**src/rtl/imufs_pkg.sv**
```systemverilog
package imufs_pkg;

    localparam int BYTE_W  = 8;
    localparam int WORD_W  = 16;
    localparam int POS_W   = 6;
    localparam int IDX_W   = 4;

    localparam logic [BYTE_W-1:0] SYNC_BYTE = 8'hFF;

    localparam int NUM_FIELDS = 14;

    localparam logic [POS_W-1:0] POS_ID         = 6'd0;
    localparam logic [POS_W-1:0] POS_TIMER_LO   = 6'd4;
    localparam logic [POS_W-1:0] POS_READ_FIRST = 6'd10;
    localparam logic [POS_W-1:0] POS_READ_LAST  = 6'd32;

    localparam logic [IDX_W-1:0] FLD_ID         = 4'd0;
    localparam logic [IDX_W-1:0] FLD_TIMER      = 4'd1;
    localparam logic [IDX_W-1:0] FLD_READ_FIRST = 4'd2;
    localparam logic [IDX_W-1:0] FLD_LAST       = 4'd13;

    typedef struct packed {
        logic              init_sum;
        logic              frame_byte;
        logic [POS_W-1:0]  pos;
        logic              finish;
        logic              late;
        logic              emit_load;
        logic [IDX_W-1:0]  emit_idx;
        logic              emit_last;
    } dp_cmd_t;

    typedef struct packed {
        logic sync_byte;
        logic out_busy;
    } dp_status_t;

endpackage

```
**src/rtl/imu_frame_sync_deframer.sv**
```systemverilog
// channel  direction  handshake            payload
// input    in         in_valid / in_ready  rx_byte
// output   out        out_valid/out_ready  field_index, raw_value, checksum_ok,
//                                          late_sync, last_of_frame
//
// one byte per cycle is taken while hunting for sync and while collecting a frame
// the byte ending a frame starts a burst of 14 results, one per cycle at best;
// in_ready stays low until the last result is loaded in the output register
// a frame is FRAME_LEN bytes after SYNC_LEN sync bytes; its results go out
// through the single result register
// output stalls hold the burst; reset (rst_n, async, active low) starts a hunt
module imu_frame_sync_deframer #(
    parameter int SYNC_LEN  = 4,
    parameter int FRAME_LEN = 34
) (
    input  logic                                clk,
    input  logic                                rst_n,
    input  logic                                in_valid,
    output logic                                in_ready,
    input  logic [imufs_pkg::BYTE_W-1:0]        rx_byte,
    output logic                                out_valid,
    input  logic                                out_ready,
    output logic [imufs_pkg::IDX_W-1:0]         field_index,
    output logic [imufs_pkg::WORD_W-1:0]        raw_value,
    output logic                                checksum_ok,
    output logic                                late_sync,
    output logic                                last_of_frame
);
    import imufs_pkg::*;

    dp_cmd_t    cmd;
    dp_status_t status;

    imufs_ctrl #(
        .SYNC_LEN  (SYNC_LEN),
        .FRAME_LEN (FRAME_LEN)
    ) u_ctrl (
        .clk      (clk),
        .rst_n    (rst_n),
        .in_valid (in_valid),
        .in_ready (in_ready),
        .status   (status),
        .cmd      (cmd)
    );

    imufs_dp #(
        .SYNC_LEN (SYNC_LEN)
    ) u_dp (
        .clk           (clk),
        .rst_n         (rst_n),
        .rx_byte       (rx_byte),
        .cmd           (cmd),
        .status        (status),
        .out_valid     (out_valid),
        .out_ready     (out_ready),
        .field_index   (field_index),
        .raw_value     (raw_value),
        .checksum_ok   (checksum_ok),
        .late_sync     (late_sync),
        .last_of_frame (last_of_frame)
    );

endmodule

```
**src/rtl/imufs_ctrl.sv**
```systemverilog
module imufs_ctrl #(
    parameter int SYNC_LEN  = 4,
    parameter int FRAME_LEN = 34
) (
    input  logic                  clk,
    input  logic                  rst_n,
    input  logic                  in_valid,
    output logic                  in_ready,
    input  imufs_pkg::dp_status_t status,
    output imufs_pkg::dp_cmd_t    cmd
);
    import imufs_pkg::*;

    localparam int FF_W = $clog2(SYNC_LEN + 1);

    typedef enum logic [1:0] {
        ST_HUNT,
        ST_FRAME,
        ST_EMIT
    } state_t;

    state_t            state_reg, state_next;
    logic [FF_W-1:0]   ff_run_reg, ff_run_next;
    logic              late_reg, late_next;
    logic [POS_W-1:0]  pos_reg, pos_next;
    logic [IDX_W-1:0]  emit_reg, emit_next;
    logic              accept;
    logic [FF_W-1:0]   ff_inc;

    assign in_ready = (state_reg != ST_EMIT);
    assign accept   = in_valid && in_ready;
    assign ff_inc   = status.sync_byte ? ff_run_reg + FF_W'(1) : '0;

    always_comb
    begin
        state_next  = state_reg;
        ff_run_next = ff_run_reg;
        late_next   = late_reg;
        pos_next    = pos_reg;
        emit_next   = emit_reg;

        cmd           = '0;
        cmd.pos       = pos_reg;
        cmd.late      = late_reg;
        cmd.emit_idx  = emit_reg;
        cmd.emit_last = (emit_reg == FLD_LAST);

        case (state_reg)
            ST_HUNT:
            begin
                if (accept)
                begin
                    ff_run_next = ff_inc;
                    if (!status.sync_byte)
                    begin
                        late_next = 1'b1;
                    end
                    if (ff_inc >= FF_W'(SYNC_LEN))
                    begin
                        cmd.init_sum = 1'b1;
                        pos_next     = '0;
                        state_next   = ST_FRAME;
                    end
                end
            end
            ST_FRAME:
            begin
                if (accept)
                begin
                    if (pos_reg < POS_W'(FRAME_LEN - 1))
                    begin
                        cmd.frame_byte = 1'b1;
                        pos_next       = pos_reg + POS_W'(1);
                    end
                    else
                    begin
                        cmd.finish  = 1'b1;
                        ff_run_next = '0;
                        late_next   = 1'b0;
                        pos_next    = '0;
                        emit_next   = FLD_ID;
                        state_next  = ST_EMIT;
                    end
                end
            end
            ST_EMIT:
            begin
                if (!status.out_busy)
                begin
                    cmd.emit_load = 1'b1;
                    if (emit_reg == FLD_LAST)
                    begin
                        state_next = ST_HUNT;
                    end
                    else
                    begin
                        emit_next = emit_reg + IDX_W'(1);
                    end
                end
            end
            default:
            begin
                state_next = ST_HUNT;
            end
        endcase
    end

    always_ff @(posedge clk or negedge rst_n)
    begin
        if (!rst_n)
        begin
            state_reg  <= ST_HUNT;
            ff_run_reg <= '0;
            late_reg   <= 1'b0;
            pos_reg    <= '0;
            emit_reg   <= '0;
        end
        else
        begin
            state_reg  <= state_next;
            ff_run_reg <= ff_run_next;
            late_reg   <= late_next;
            pos_reg    <= pos_next;
            emit_reg   <= emit_next;
        end
    end

endmodule

```
**src/rtl/imufs_dp.sv**
```systemverilog
module imufs_dp #(
    parameter int SYNC_LEN = 4
) (
    input  logic                                clk,
    input  logic                                rst_n,
    input  logic [imufs_pkg::BYTE_W-1:0]        rx_byte,
    input  imufs_pkg::dp_cmd_t                  cmd,
    output imufs_pkg::dp_status_t               status,
    output logic                                out_valid,
    input  logic                                out_ready,
    output logic [imufs_pkg::IDX_W-1:0]         field_index,
    output logic [imufs_pkg::WORD_W-1:0]        raw_value,
    output logic                                checksum_ok,
    output logic                                late_sync,
    output logic                                last_of_frame
);
    import imufs_pkg::*;

    localparam logic [BYTE_W-1:0] SUM_INIT = BYTE_W'((SYNC_LEN * 255) % 256);

    logic [BYTE_W-1:0]  sum_reg;
    logic [BYTE_W-1:0]  hold_reg;
    logic [WORD_W-1:0]  store_reg [NUM_FIELDS];
    logic               ok_reg;
    logic               late_reg;
    logic               out_valid_reg;
    logic [IDX_W-1:0]   idx_reg;
    logic [WORD_W-1:0]  value_reg;
    logic               ok_out_reg;
    logic               late_out_reg;
    logic               last_reg;

    logic [POS_W-1:0]   rel;
    logic [IDX_W-1:0]   read_idx;
    logic               is_read;
    logic [WORD_W-1:0]  word;

    assign status = '{sync_byte: (rx_byte == SYNC_BYTE),
                      out_busy:  (out_valid_reg && !out_ready)};

    assign rel      = cmd.pos - POS_READ_FIRST;
    assign read_idx = FLD_READ_FIRST + IDX_W'(rel[POS_W-1:1]);
    assign is_read  = (cmd.pos >= POS_READ_FIRST) && (cmd.pos <= POS_READ_LAST)
                      && !cmd.pos[0];
    assign word     = {hold_reg, rx_byte};

    // frame capture and running sum
    always_ff @(posedge clk or negedge rst_n)
    begin
        if (!rst_n)
        begin
            sum_reg  <= '0;
            hold_reg <= '0;
        end
        else
        begin
            if (cmd.init_sum)
            begin
                sum_reg <= SUM_INIT;
            end
            else if (cmd.frame_byte)
            begin
                sum_reg <= sum_reg + rx_byte;
                if (cmd.pos != POS_ID && cmd.pos != POS_TIMER_LO && !is_read
                    && cmd.pos[0])
                begin
                    hold_reg <= rx_byte;
                end
            end
        end
    end

    always_ff @(posedge clk)
    begin
        if (cmd.frame_byte)
        begin
            if (cmd.pos == POS_ID)
            begin
                store_reg[FLD_ID] <= {{(WORD_W-BYTE_W){1'b0}}, rx_byte};
            end
            else if (cmd.pos == POS_TIMER_LO)
            begin
                store_reg[FLD_TIMER] <= word;
            end
            else if (is_read)
            begin
                store_reg[read_idx] <= word;
            end
        end
        if (cmd.finish)
        begin
            ok_reg   <= (rx_byte == sum_reg);
            late_reg <= cmd.late;
        end
    end

    // output register
    always_ff @(posedge clk or negedge rst_n)
    begin
        if (!rst_n)
        begin
            out_valid_reg <= 1'b0;
        end
        else if (cmd.emit_load)
        begin
            out_valid_reg <= 1'b1;
        end
        else if (out_ready)
        begin
            out_valid_reg <= 1'b0;
        end
    end

    always_ff @(posedge clk)
    begin
        if (cmd.emit_load)
        begin
            idx_reg      <= cmd.emit_idx;
            value_reg    <= store_reg[cmd.emit_idx];
            ok_out_reg   <= ok_reg;
            late_out_reg <= late_reg;
            last_reg     <= cmd.emit_last;
        end
    end

    assign out_valid     = out_valid_reg;
    assign field_index   = idx_reg;
    assign raw_value     = value_reg;
    assign checksum_ok   = ok_out_reg;
    assign late_sync     = late_out_reg;
    assign last_of_frame = last_reg;

endmodule
```
**config.mk**
```make
export PLATFORM = sky130hd
export DESIGN_NAME = imu_frame_sync_deframer
export DESIGN_NICKNAME = d
export VERILOG_FILES = /design/src/rtl/imufs_pkg.sv /design/src/rtl/imu_frame_sync_deframer.sv /design/src/rtl/imufs_ctrl.sv /design/src/rtl/imufs_dp.sv
export SDC_FILE = /design/constraint.sdc
export NUM_CORES = 1
export LEC_CHECK = 0
export BUFFER_PORTS_ARGS = -buffer_cell sky130_fd_sc_hd__buf_2
export CAP_MARGIN = 20
export CELL_PAD_IN_SITES_DETAIL_PLACEMENT = 1
export CELL_PAD_IN_SITES_GLOBAL_PLACEMENT = 1
export CORE_ASPECT_RATIO = 1.1
export CORE_MARGIN = 3
export CORE_UTILIZATION = 50
export CTS_CLUSTER_SIZE = 30
export DETAILED_ROUTE_END_ITERATION = 10
export PLACE_DENSITY_LB_ADDON = 0.3
export SYNTH_ARGS = -nofsm -noshare
export SYNTH_HDL_FRONTEND = slang
export SYNTH_SLANG_ARGS = --single-unit
export TNS_END_PERCENT = 100
```
**constraint.sdc**
```tcl
create_clock -name clk -period 3.9 [get_ports clk]
set_input_delay 0.195 -clock clk [delete_from_list [all_inputs] [get_ports clk]]
set_output_delay 0.195 -clock clk [all_outputs]
set_load 0.1 [all_outputs]
```
==> impl_metrics.json, run 1 <==
{
  "async_flop_share_pct": 11.7,
  "skew_ns": 0.0175,
  "setup_tns_ns": 0,
  "ir_drop_mv": 0.341,
  "wl_per_cell_um": 26.6,
  "fmax_mhz": 306,
  "synth_flop_cell": "edfxtp_1",
  "die_width_um": 152,
  "fin_crit_sh_pct": 83.7,
  "first_pass_iters": 5,
  "finalCriticalPeriod_ns": 3.26,
  "cts-root-buf": "clkbuf_16",
  "post-cts-setup-buffer-count": 0,
  "portBuffers": 36,
  "final_nets": 709,
  "cp.required_ns": 4.12,
  "grt_pass1_vias": 6780,
  "path_cells": "inv_1 > ha_1 > nor2b_1 > o2111ai_1 > a21oi_1 > nand2_1 > nor3_2 > buf_4",
  "critPathLaunchType": "flip-flop",
  "drv_cap": 0,
  "synth-compound-area-share_pct": 3.28,
  "fp-row-count": 57,
  "insertion_delay_ns": 0.53,
  "fillers": 1991,
  "criticalPathCategory": "flip-flop to flip-flop",
  "dp_slack_ns": 0.641,
  "yosys_warnings": 0,
  "drive_gt1_share_pct": 30.4,
  "cts_max_level": 1,
  "fin_hold_ws_ns": 0.0893,
  "worstRegToRegCells": 8,
  "power_mw": 6.04,
  "diodes": 0,
  "cts-buffers-inserted": 28,
  "critPathMaxStageDelay_ns": 0.51,
  "final_common_cell": "edfxtp_1",
  "io_pins": 37,
  "initial_utilization_pct": 51.8,
  "status": "completed",
  "avgSynthCellArea_um2": 19.0,
  "regArea_um2": 8310,
  "gp_congestion": 0.857,
  "cts.sinks": 282,
  "setup_ws_ns": 0.636,
  "endpoint_kind": "flip-flop",
  "power_density_nw_per_um2": 457,
  "post-dp-hpwl_um": 17000,
  "hold_class": "input pin to flip-flop",
  "cts.repair.resized": 0,
  "ys_ff_latch": 282,
  "via_per_inst": 6.05,
  "postCtsHoldBufs": 1,
  "finalMaxSlewViolations": 0,
  "antenna_found_initial": 1,
  "drtIter0Drc": 510,
  "syn-cell-area_um2": 11600,
  "critical-path-top-delay-family": "simple AND/OR/NAND/NOR gates",
  "critPathLaunch": "u_ctrl.state_reg[0]",
  "most-common-layout-cells": "249 x edfxtp_1, 64 x mux4_2, 37 x buf_2",
  "synthToLayoutAreaGrowth_pct": 13.6,
  "synth-xor-area-share_pct": 0.752,
  "placed_cells_incl_taps": 938,
  "synthMuxAreaShare_pct": 15.4,
  "yosys.area_share.simple_pct": 5.04,
  "drc": 0,
  "synth_edf_count": 249,
  "setup_violations": 0,
  "coreArea_um2": 22500,
  "relSlewSlack_pct": 30.3,
  "drt_wl_total_um": 26400,
  "slowest_stage": "nor3_2",
  "path_buf_inv": 2,
  "clockBufferDepth": 3,
  "crit_fanout": 10,
  "cts_tree": "done",
  "grt_max_degree": 46,
  "fp.dieH_um": 166,
  "final-hold-violation-count": 0,
  "detail-route-antenna-nets": 0,
  "synth_cells": 612,
  "worst_pin_slew_ns": 1.05,
  "rsz0062_at_grt": "no",
  "synth_nets": 646,
  "stdcell_count": 990,
  "num_vias": 5989,
  "rr_endpoint": "u_dp.store_reg[3][15]",
  "cp.arrival_ns": 3.48,
  "clk_pin_slew_ns": 0.06,
  "multi_input_area_um2": 3200,
  "endpoint": "u_dp.store_reg[3][15]",
  "p_leak_nw": 4.75,
  "die_area_um2": 25200,
  "grt_usage_pct": 21.7,
  "largest_register_ffs": 224,
  "synth_top_family_by_area": "multiplexers",
  "synth-adder-area-share_pct": 2.43,
  "overflow": 0,
  "r2r_start": "u_ctrl.state_reg[0]",
  "yosysSeqAreaShare_pct": 71.3,
  "r2r_slack_ns": 0.64,
  "grt_pass1_wl_um": 41200,
  "worst-path-stages": 8,
  "ys_types": 54
}
==> tightest hold or removal path, stage by stage <==
cell and delay, ns:
buf_2 0.09, nand2b_1 0.21, nand2_1 0.07
==> report_power, final <==
part / switching [mW] / internal, mW / total (mW)
Combinational: 0.0893 / 0.0375 / 0.127
Clock: 1.07 / 1.57 / 2.64
Sequential: 0.00450 / 3.27 / 3.27
Total: 1.17 / 4.88 / 6.04
==> metrics by stage <==
stage               util [%]  cell area (µm²)
floorplan                  -            11600
global placement        54.6            12300
detailed placement      54.8            12300
CTS                     58.9            13200
global route            58.9            13200
finish                  58.9            13200
==> routing by layer <==
metal,up-vias,track usage (%),wire length (µm)
met4,2,6.45,750
met1,3200,29.8,11100
met2,151,36.5,13600
met5,-,0,13
li1,2590,-,-
met3,46,2.92,940
==> synthesized netlist by cell type, types with 2 or more instances <==
| cell type | number | share of area [%] |
|---|---|---|
| o21ai_0 | 16 | 0.69 |
| nand3_4 | 2 | 0.30 |
| mux2_4 | 8 | 1.0 |
| inv_1 | 19 | 0.61 |
| nand2_1 | 27 | 0.87 |
| buf_6 | 3 | 0.29 |
| nand3b_1 | 2 | 0.13 |
| mux4_2 | 64 | 12 |
| a21oi_1 | 11 | 0.47 |
| o211ai_1 | 6 | 0.39 |
| xnor2_1 | 6 | 0.45 |
| nor3_1 | 7 | 0.30 |
| a211oi_1 | 3 | 0.19 |
| o31ai_1 | 7 | 0.45 |
| nor2_1 | 24 | 0.77 |
| nor4_1 | 3 | 0.16 |
| nand3_1 | 10 | 0.43 |
| dfrtp_1 | 33 | 7.1 |
| nor3b_1 | 2 | 0.13 |
| nand4_1 | 5 | 0.27 |
| or4_1 | 3 | 0.19 |
| edfxtp_1 | 249 | 64 |
| xor2_1 | 4 | 0.30 |
| mux2i_1 | 3 | 0.26 |
| clkbuf_1 | 11 | 0.35 |
| nand2b_1 | 3 | 0.16 |
| nor2b_1 | 2 | 0.11 |
| mux2_2 | 18 | 1.7 |
| buf_2 | 11 | 0.47 |
| a21o_1 | 5 | 0.32 |
| ha_1 | 21 | 2.3 |
| nand3_2 | 2 | 0.17 |
==> final cells by class <==
| type | count | area share [%] |
|---|---|---|
| sequential | 282 | 62.8 |
| multi-input combinational | 285 | 24.2 |
| clock buffer | 31 | 5.38 |
| timing repair buffer | 59 | 2.82 |
| tap | 295 | 2.79 |
| clock inverter | 19 | 1.49 |
| inverter | 19 | 0.539 |
==> worst min path at each step <==
stage | cells past startpoint | slack (ns) | to | start
2_1_floorplan | 0 | -0.10 | u_ctrl.emit_reg[0] | rst_n
3_3_place_gp | 1 | 0.31 | u_dp.sum_reg[2] | rst_n
3_5_place_dp | 1 | 0.32 | u_dp.sum_reg[4] | rst_n
4_1_cts | 1 | 0.08 | u_dp.store_reg[5][4] | rx_byte[4]
5_1_grt | 1 | 0.09 | u_dp.store_reg[12][0] | rx_byte[0]
6_report | 3 | 0.09 | u_dp.out_valid | out_ready
==> cells by family (layout without fill, tap and decap cells) <==
| group | count (synthesis) | in the layout |
|---|---|---|
| flip-flops | 282 | 282 |
| AND/OR/NAND/NOR | 103 | 103 |
| multiplexers | 93 | 93 |
| AO/OA/AOI/OAI | 57 | 57 |
| buffers and inverters | 45 | 128 |
| adder cells (fa/ha/maj) | 22 | 22 |
| XOR/XNOR | 10 | 10 |
No activity file was read; power rests on OpenSTA's default activity.
==> inputs of run 2 (changes only) <==
==> constraint.sdc (replaced) <==
create_clock -name clk -period 3.2 [get_ports clk]
set_input_delay 0.16 -clock clk [delete_from_list [all_inputs] [get_ports clk]]
set_output_delay 0.16 -clock clk [all_outputs]
set_load 0.1 [all_outputs]
==> run 2 against run 1 <==
  * Clock-buffer cell count rose by 8
  * Cell area barely moved
  * Register-to-register slack got worse by 0.37 ns
  * Die area did not move
  * Largest cell class unchanged
==> impl_metrics.json, run 2 (synthesized netlist as in run 1, its figures left out) <==
{
  "cts_tree": "done",
  "cts-root-buf": "clkbuf_16",
  "met2_length_um": 13700,
  "stdcell_count": 996,
  "drc": 0,
  "relSlewSlack_pct": 39.7,
  "status": "completed",
  "finalCriticalPeriod_ns": 2.94,
  "dr.max_layer_used": "met4",
  "drt_wl_total_um": 26100,
  "fp.dieH_um": 166,
  "skew_ns": 0.0108,
  "hp-start": "out_ready",
  "io_pins": 37,
  "criticalPathCategory": "flip-flop to flip-flop",
  "grt_usage_pct": 21.5,
  "cp.arrival_ns": 3.13,
  "post-dp-hpwl_um": 16700,
  "drtIter0Drc": 553,
  "fin_hold_ws_ns": 0.0465,
  "hold_class": "input pin to flip-flop",
  "fp-row-count": 57,
  "wl_per_cell_um": 26.2,
  "cp.required_ns": 3.40,
  "worst_pin_slew_ns": 0.904,
  "rsz0062_at_grt": "no",
  "met3WireLength_um": 1230,
  "grt_max_degree": 66,
  "via_per_inst": 6.04,
  "fmax_mhz": 341,
  "insertion_delay_ns": 0.53,
  "most-common-layout-cells": "249 x edfxtp_1, 64 x mux4_2, 36 x buf_2",
  "p_leak_nw": 4.76,
  "fillers": 1962,
  "drive_gt1_share_pct": 31.1,
  "wl_met1_um": 10700,
  "largest_register_ffs": 224,
  "final_common_cell": "edfxtp_1",
  "grt_pass1_wl_um": 40800,
  "clockBufferDepth": 3,
  "ir_drop_mv": 0.360,
  "cts.sinks": 282,
  "diodes": 0,
  "grt_pass1_vias": 6632,
  "endpoint_kind": "flip-flop",
  "critPathLaunchType": "flip-flop",
  "final-hold-violation-count": 0,
  "r2r_start": "u_ctrl.pos_reg[1]",
  "placed_cells_incl_taps": 942,
  "overflow": 0,
  "coreArea_um2": 22500,
  "die_width_um": 152,
  "die_area_um2": 25200,
  "final_nets": 714,
  "cts-buffers-inserted": 28,
  "synthToLayoutAreaGrowth_pct": 13.7,
  "clk_pin_slew_ns": 0.06,
  "power_mw": 7.23,
  "drv_cap": 0,
  "critPathLaunch": "u_ctrl.pos_reg[1]",
  "first_pass_iters": 4,
  "power_density_nw_per_um2": 546,
  "setup_tns_ns": 0,
  "crit_fanout": 16,
  "setup_violations": 0,
  "cts_max_level": 1,
  "num_vias": 6018,
  "gp_congestion": 0.899,
  "antenna_found_initial": 0,
  "finalMaxSlewViolations": 0,
  "fin_crit_sh_pct": 91.7,
  "portBuffers": 36,
  "detail-route-antenna-nets": 0,
  "initial_utilization_pct": 51.8
}
## run 2: timing repair
item	CTS	global route
endpoints found under the setup margin	0	75
setup buffers	0	0
hold endpoints to repair	39	0
hold buffers	3	0
gates resized for setup	0	2
## run 2: cell type report
cell class	instances	area [µm²]	share of cell area, %
flip-flops and latches	282	8310	62.8
multi-input cells	285	3210	24.3
well taps	295	369	2.79
clock inverters	12	93.8	0.709
clock buffers	39	772	5.83
inverters	19	71.3	0.539
repair buffers	64	410	3.10
## run 2: routing by layer
layer	vias up	track usage, %
li1	2596	-
met1	3212	30.2
met2	166	36.4
met3	44	3.08
met4	0	4.77
met5	-	0
## run 2: power by group
group	switching [mW]	internal, mW
clock	1.32	1.76
sequential	0.00539	3.98
combinational	0.112	0.0515
total	1.43	5.79
## run 2: per-stage QoR
stage / area (µm²) / util (%) / setup slack [ns]
CTS: 13200 / 58.9 / 0.209
detailed placement: 12300 / 54.9 / 0.235
floorplan: 11700 / - / -0.0262
finish: 13200 / 58.9 / 0.265
global placement: 12300 / 54.9 / 0.531
global route: 13200 / 58.9 / 0.0107
## run 2: worst max-delay path, stage by stage (launching register included)
cell and delay (ns):
dfrtp_1 0.46, inv_1 0.14, ha_1 0.27, xnor2_1 0.18, ha_1 0.19, xor2_1 0.32
xor2_1 0.39, nand2_1 0.19, nor2_2 0.14, buf_4 0.32
## run 2: final timing paths
kind,to,slack (ns),cells past startpoint
worst max-delay path,u_dp.store_reg[13][8],0.26,9
worst min-delay path,u_dp.out_valid,0.05,3
worst max register to register,u_dp.store_reg[13][8],0.26,9
worst min register to register,u_dp.late_sync,0.44,0
max in group asynchronous,u_ctrl.emit_reg[0],2.37,2
min in group asynchronous,u_dp.sum_reg[5],0.24,2
==> inputs of run 3 (changes only) <==
==> constraint.sdc (replaced) <==
create_clock -name clk -period 3.2 [get_ports clk]
set_input_delay 0.48 -clock clk [delete_from_list [all_inputs] [get_ports clk]]
set_output_delay 0.48 -clock clk [all_outputs]
set_load 0.1 [all_outputs]
==> run 3 against run 2 <==
  * Sequential share of layout area fell by 0.98 points
  * Setup slack about the same
  * Final cell count is 0.10% higher
  * Power increased by 9.2%
  * Non-clock buffer count is 1 lower
  * Critical endpoint is now u_dp.store_reg[0][13]
==> impl_metrics.json, run 3 (synthesized netlist as in run 1, its figures left out) <==
{
  "critPathMaxStageDelay_ns": 0.48,
  "diodes": 0,
  "most-common-layout-cells": "249 x edfxtp_1, 64 x mux4_2, 36 x buf_2",
  "cp.arrival_ns": 3.18,
  "drtIter0Drc": 521,
  "hold_class": "input pin to async pin",
  "relSlewSlack_pct": 24.5,
  "power_density_nw_per_um2": 587,
  "criticalPathCategory": "flip-flop to flip-flop",
  "num_vias": 6041,
  "portBuffers": 36,
  "critPathLaunchType": "flip-flop",
  "grt_usage_pct": 22.0,
  "endpoint_kind": "flip-flop",
  "drc": 0,
  "worst_pin_slew_ns": 1.13,
  "crit_fanout": 16,
  "finalCriticalPeriod_ns": 2.94,
  "fp.dieH_um": 166,
  "skew_ns": 0.00969,
  "synthToLayoutAreaGrowth_pct": 15.5,
  "cts-buffers-inserted": 29,
  "io_pins": 37,
  "die_area_um2": 25200,
  "largest_register_ffs": 224,
  "cts_tree": "done",
  "final-hold-violation-count": 0,
  "first_pass_iters": 4,
  "coreArea_um2": 22500,
  "status": "completed",
  "fin_crit_sh_pct": 91.7,
  "slowest_stage": "dfrtp_1",
  "stdcell_count": 997,
  "cts-root-buf": "clkbuf_16",
  "drt_wl_total_um": 26800,
  "final_common_cell": "edfxtp_1",
  "die_width_um": 152,
  "design_area_um2": 13400,
  "wl_per_cell_um": 26.8,
  "cts.sinks": 282,
  "insertion_delay_ns": 0.53,
  "initial_utilization_pct": 51.8,
  "post-dp-hpwl_um": 16800,
  "finalMaxSlewViolations": 0,
  "cts_max_level": 1,
  "ir_drop_mv": 0.435,
  "gp_congestion": 0.852,
  "antenna_found_initial": 0,
  "setup_violations": 0,
  "detail-route-antenna-nets": 0,
  "via_per_inst": 6.06,
  "drive_gt1_share_pct": 32.3,
  "setup_tns_ns": 0,
  "drv_cap": 0,
  "overflow": 0,
  "grt_max_degree": 53,
  "clockBufferDepth": 3,
  "postCtsHoldBufs": 0,
  "post_dp_cell_area_um2": 12300,
  "grt_pass1_wl_um": 41400,
  "clk_pin_slew_ns": 0.06,
  "critical-path-top-delay-family": "XOR/XNOR gates",
  "path_buf_inv": 2,
  "cp.required_ns": 3.44,
  "p_leak_nw": 4.86,
  "fp-row-count": 57,
  "final_nets": 714,
  "fillers": 1962,
  "grt_pass1_vias": 6629,
  "fmax_mhz": 341,
  "final_util_pct": 59.9,
  "path_cells": "inv_1 > ha_1 > xnor2_1 > ha_1 > xor2_1 > xor2_1 > nor2_1 > nand3_2 > o31ai_4 > buf_12",
  "placed_cells_incl_taps": 943
}
## run 3: cell count changes in the layout (fill, tap and decap cells not counted), sizes merged
cell and change:
bufinv +7, clkbuf -3, buf +2, inv +1
clkinv -3, dlygate4sd3 -3
## run 3: area by class of cell
class	count	area (µm²)	share of cell area (%)
Clock buffer	36	782	5.82
Clock inverter	17	284	2.11
Inverter	19	71.3	0.530
Multi-Input combinational cell	285	3210	23.9
Sequential cell	282	8310	61.8
Tap cell	295	369	2.74
Timing Repair Buffer	63	420	3.13
## run 3: stage by stage
stage	hold slack [ns]	worst slack, ns	total power [mW]
after floorplan	0.184	-0.0262	4.15
after global placement	0.418	0.535	4.22
after detailed placement	0.422	0.303	4.23
after CTS	0.0529	0.191	7.96
after global routing	0.0668	-0.00606	8.14
final	0.0389	0.265	7.89
## run 3: path summary, 6_finish.rpt
kind,cells after the start,end,startpoint,slack [ns]
setup / recovery,10,u_dp.store_reg[0][13],u_ctrl.pos_reg[1],0.26
hold / removal,1,u_dp.sum_reg[5],rst_n,0.04
max in group asynchronous,1,u_ctrl.emit_reg[0],rst_n,2.56
setup reg to reg,10,u_dp.store_reg[0][13],u_ctrl.pos_reg[1],0.26
hold reg to reg,0,u_dp.checksum_ok,u_dp.ok_reg,0.43
min in group clk,1,u_dp.store_reg[7][0],rx_byte[0],0.32
## run 3: what timing repair did
action	4_1_cts	5_1_grt
buffers inserted	0	1
gates resized for setup	0	2
setup endpoints to repair	0	113
## run 3: layer usage
layer	up-vias	global-route usage (%)	part of all wire (%)
met5	-	0	0
met4	0	5.16	2.1
met3	36	3.25	4.7
met2	157	37.0	52
met1	3249	30.6	41
li1	2599	-	-
## run 3: report_power, final
group / switching [mW] / internal (mW) / total [mW]
logic: 0.114 / 0.0506 / 0.165
registers: 0.00576 / 3.98 / 3.99
clock network: 1.37 / 2.37 / 3.74
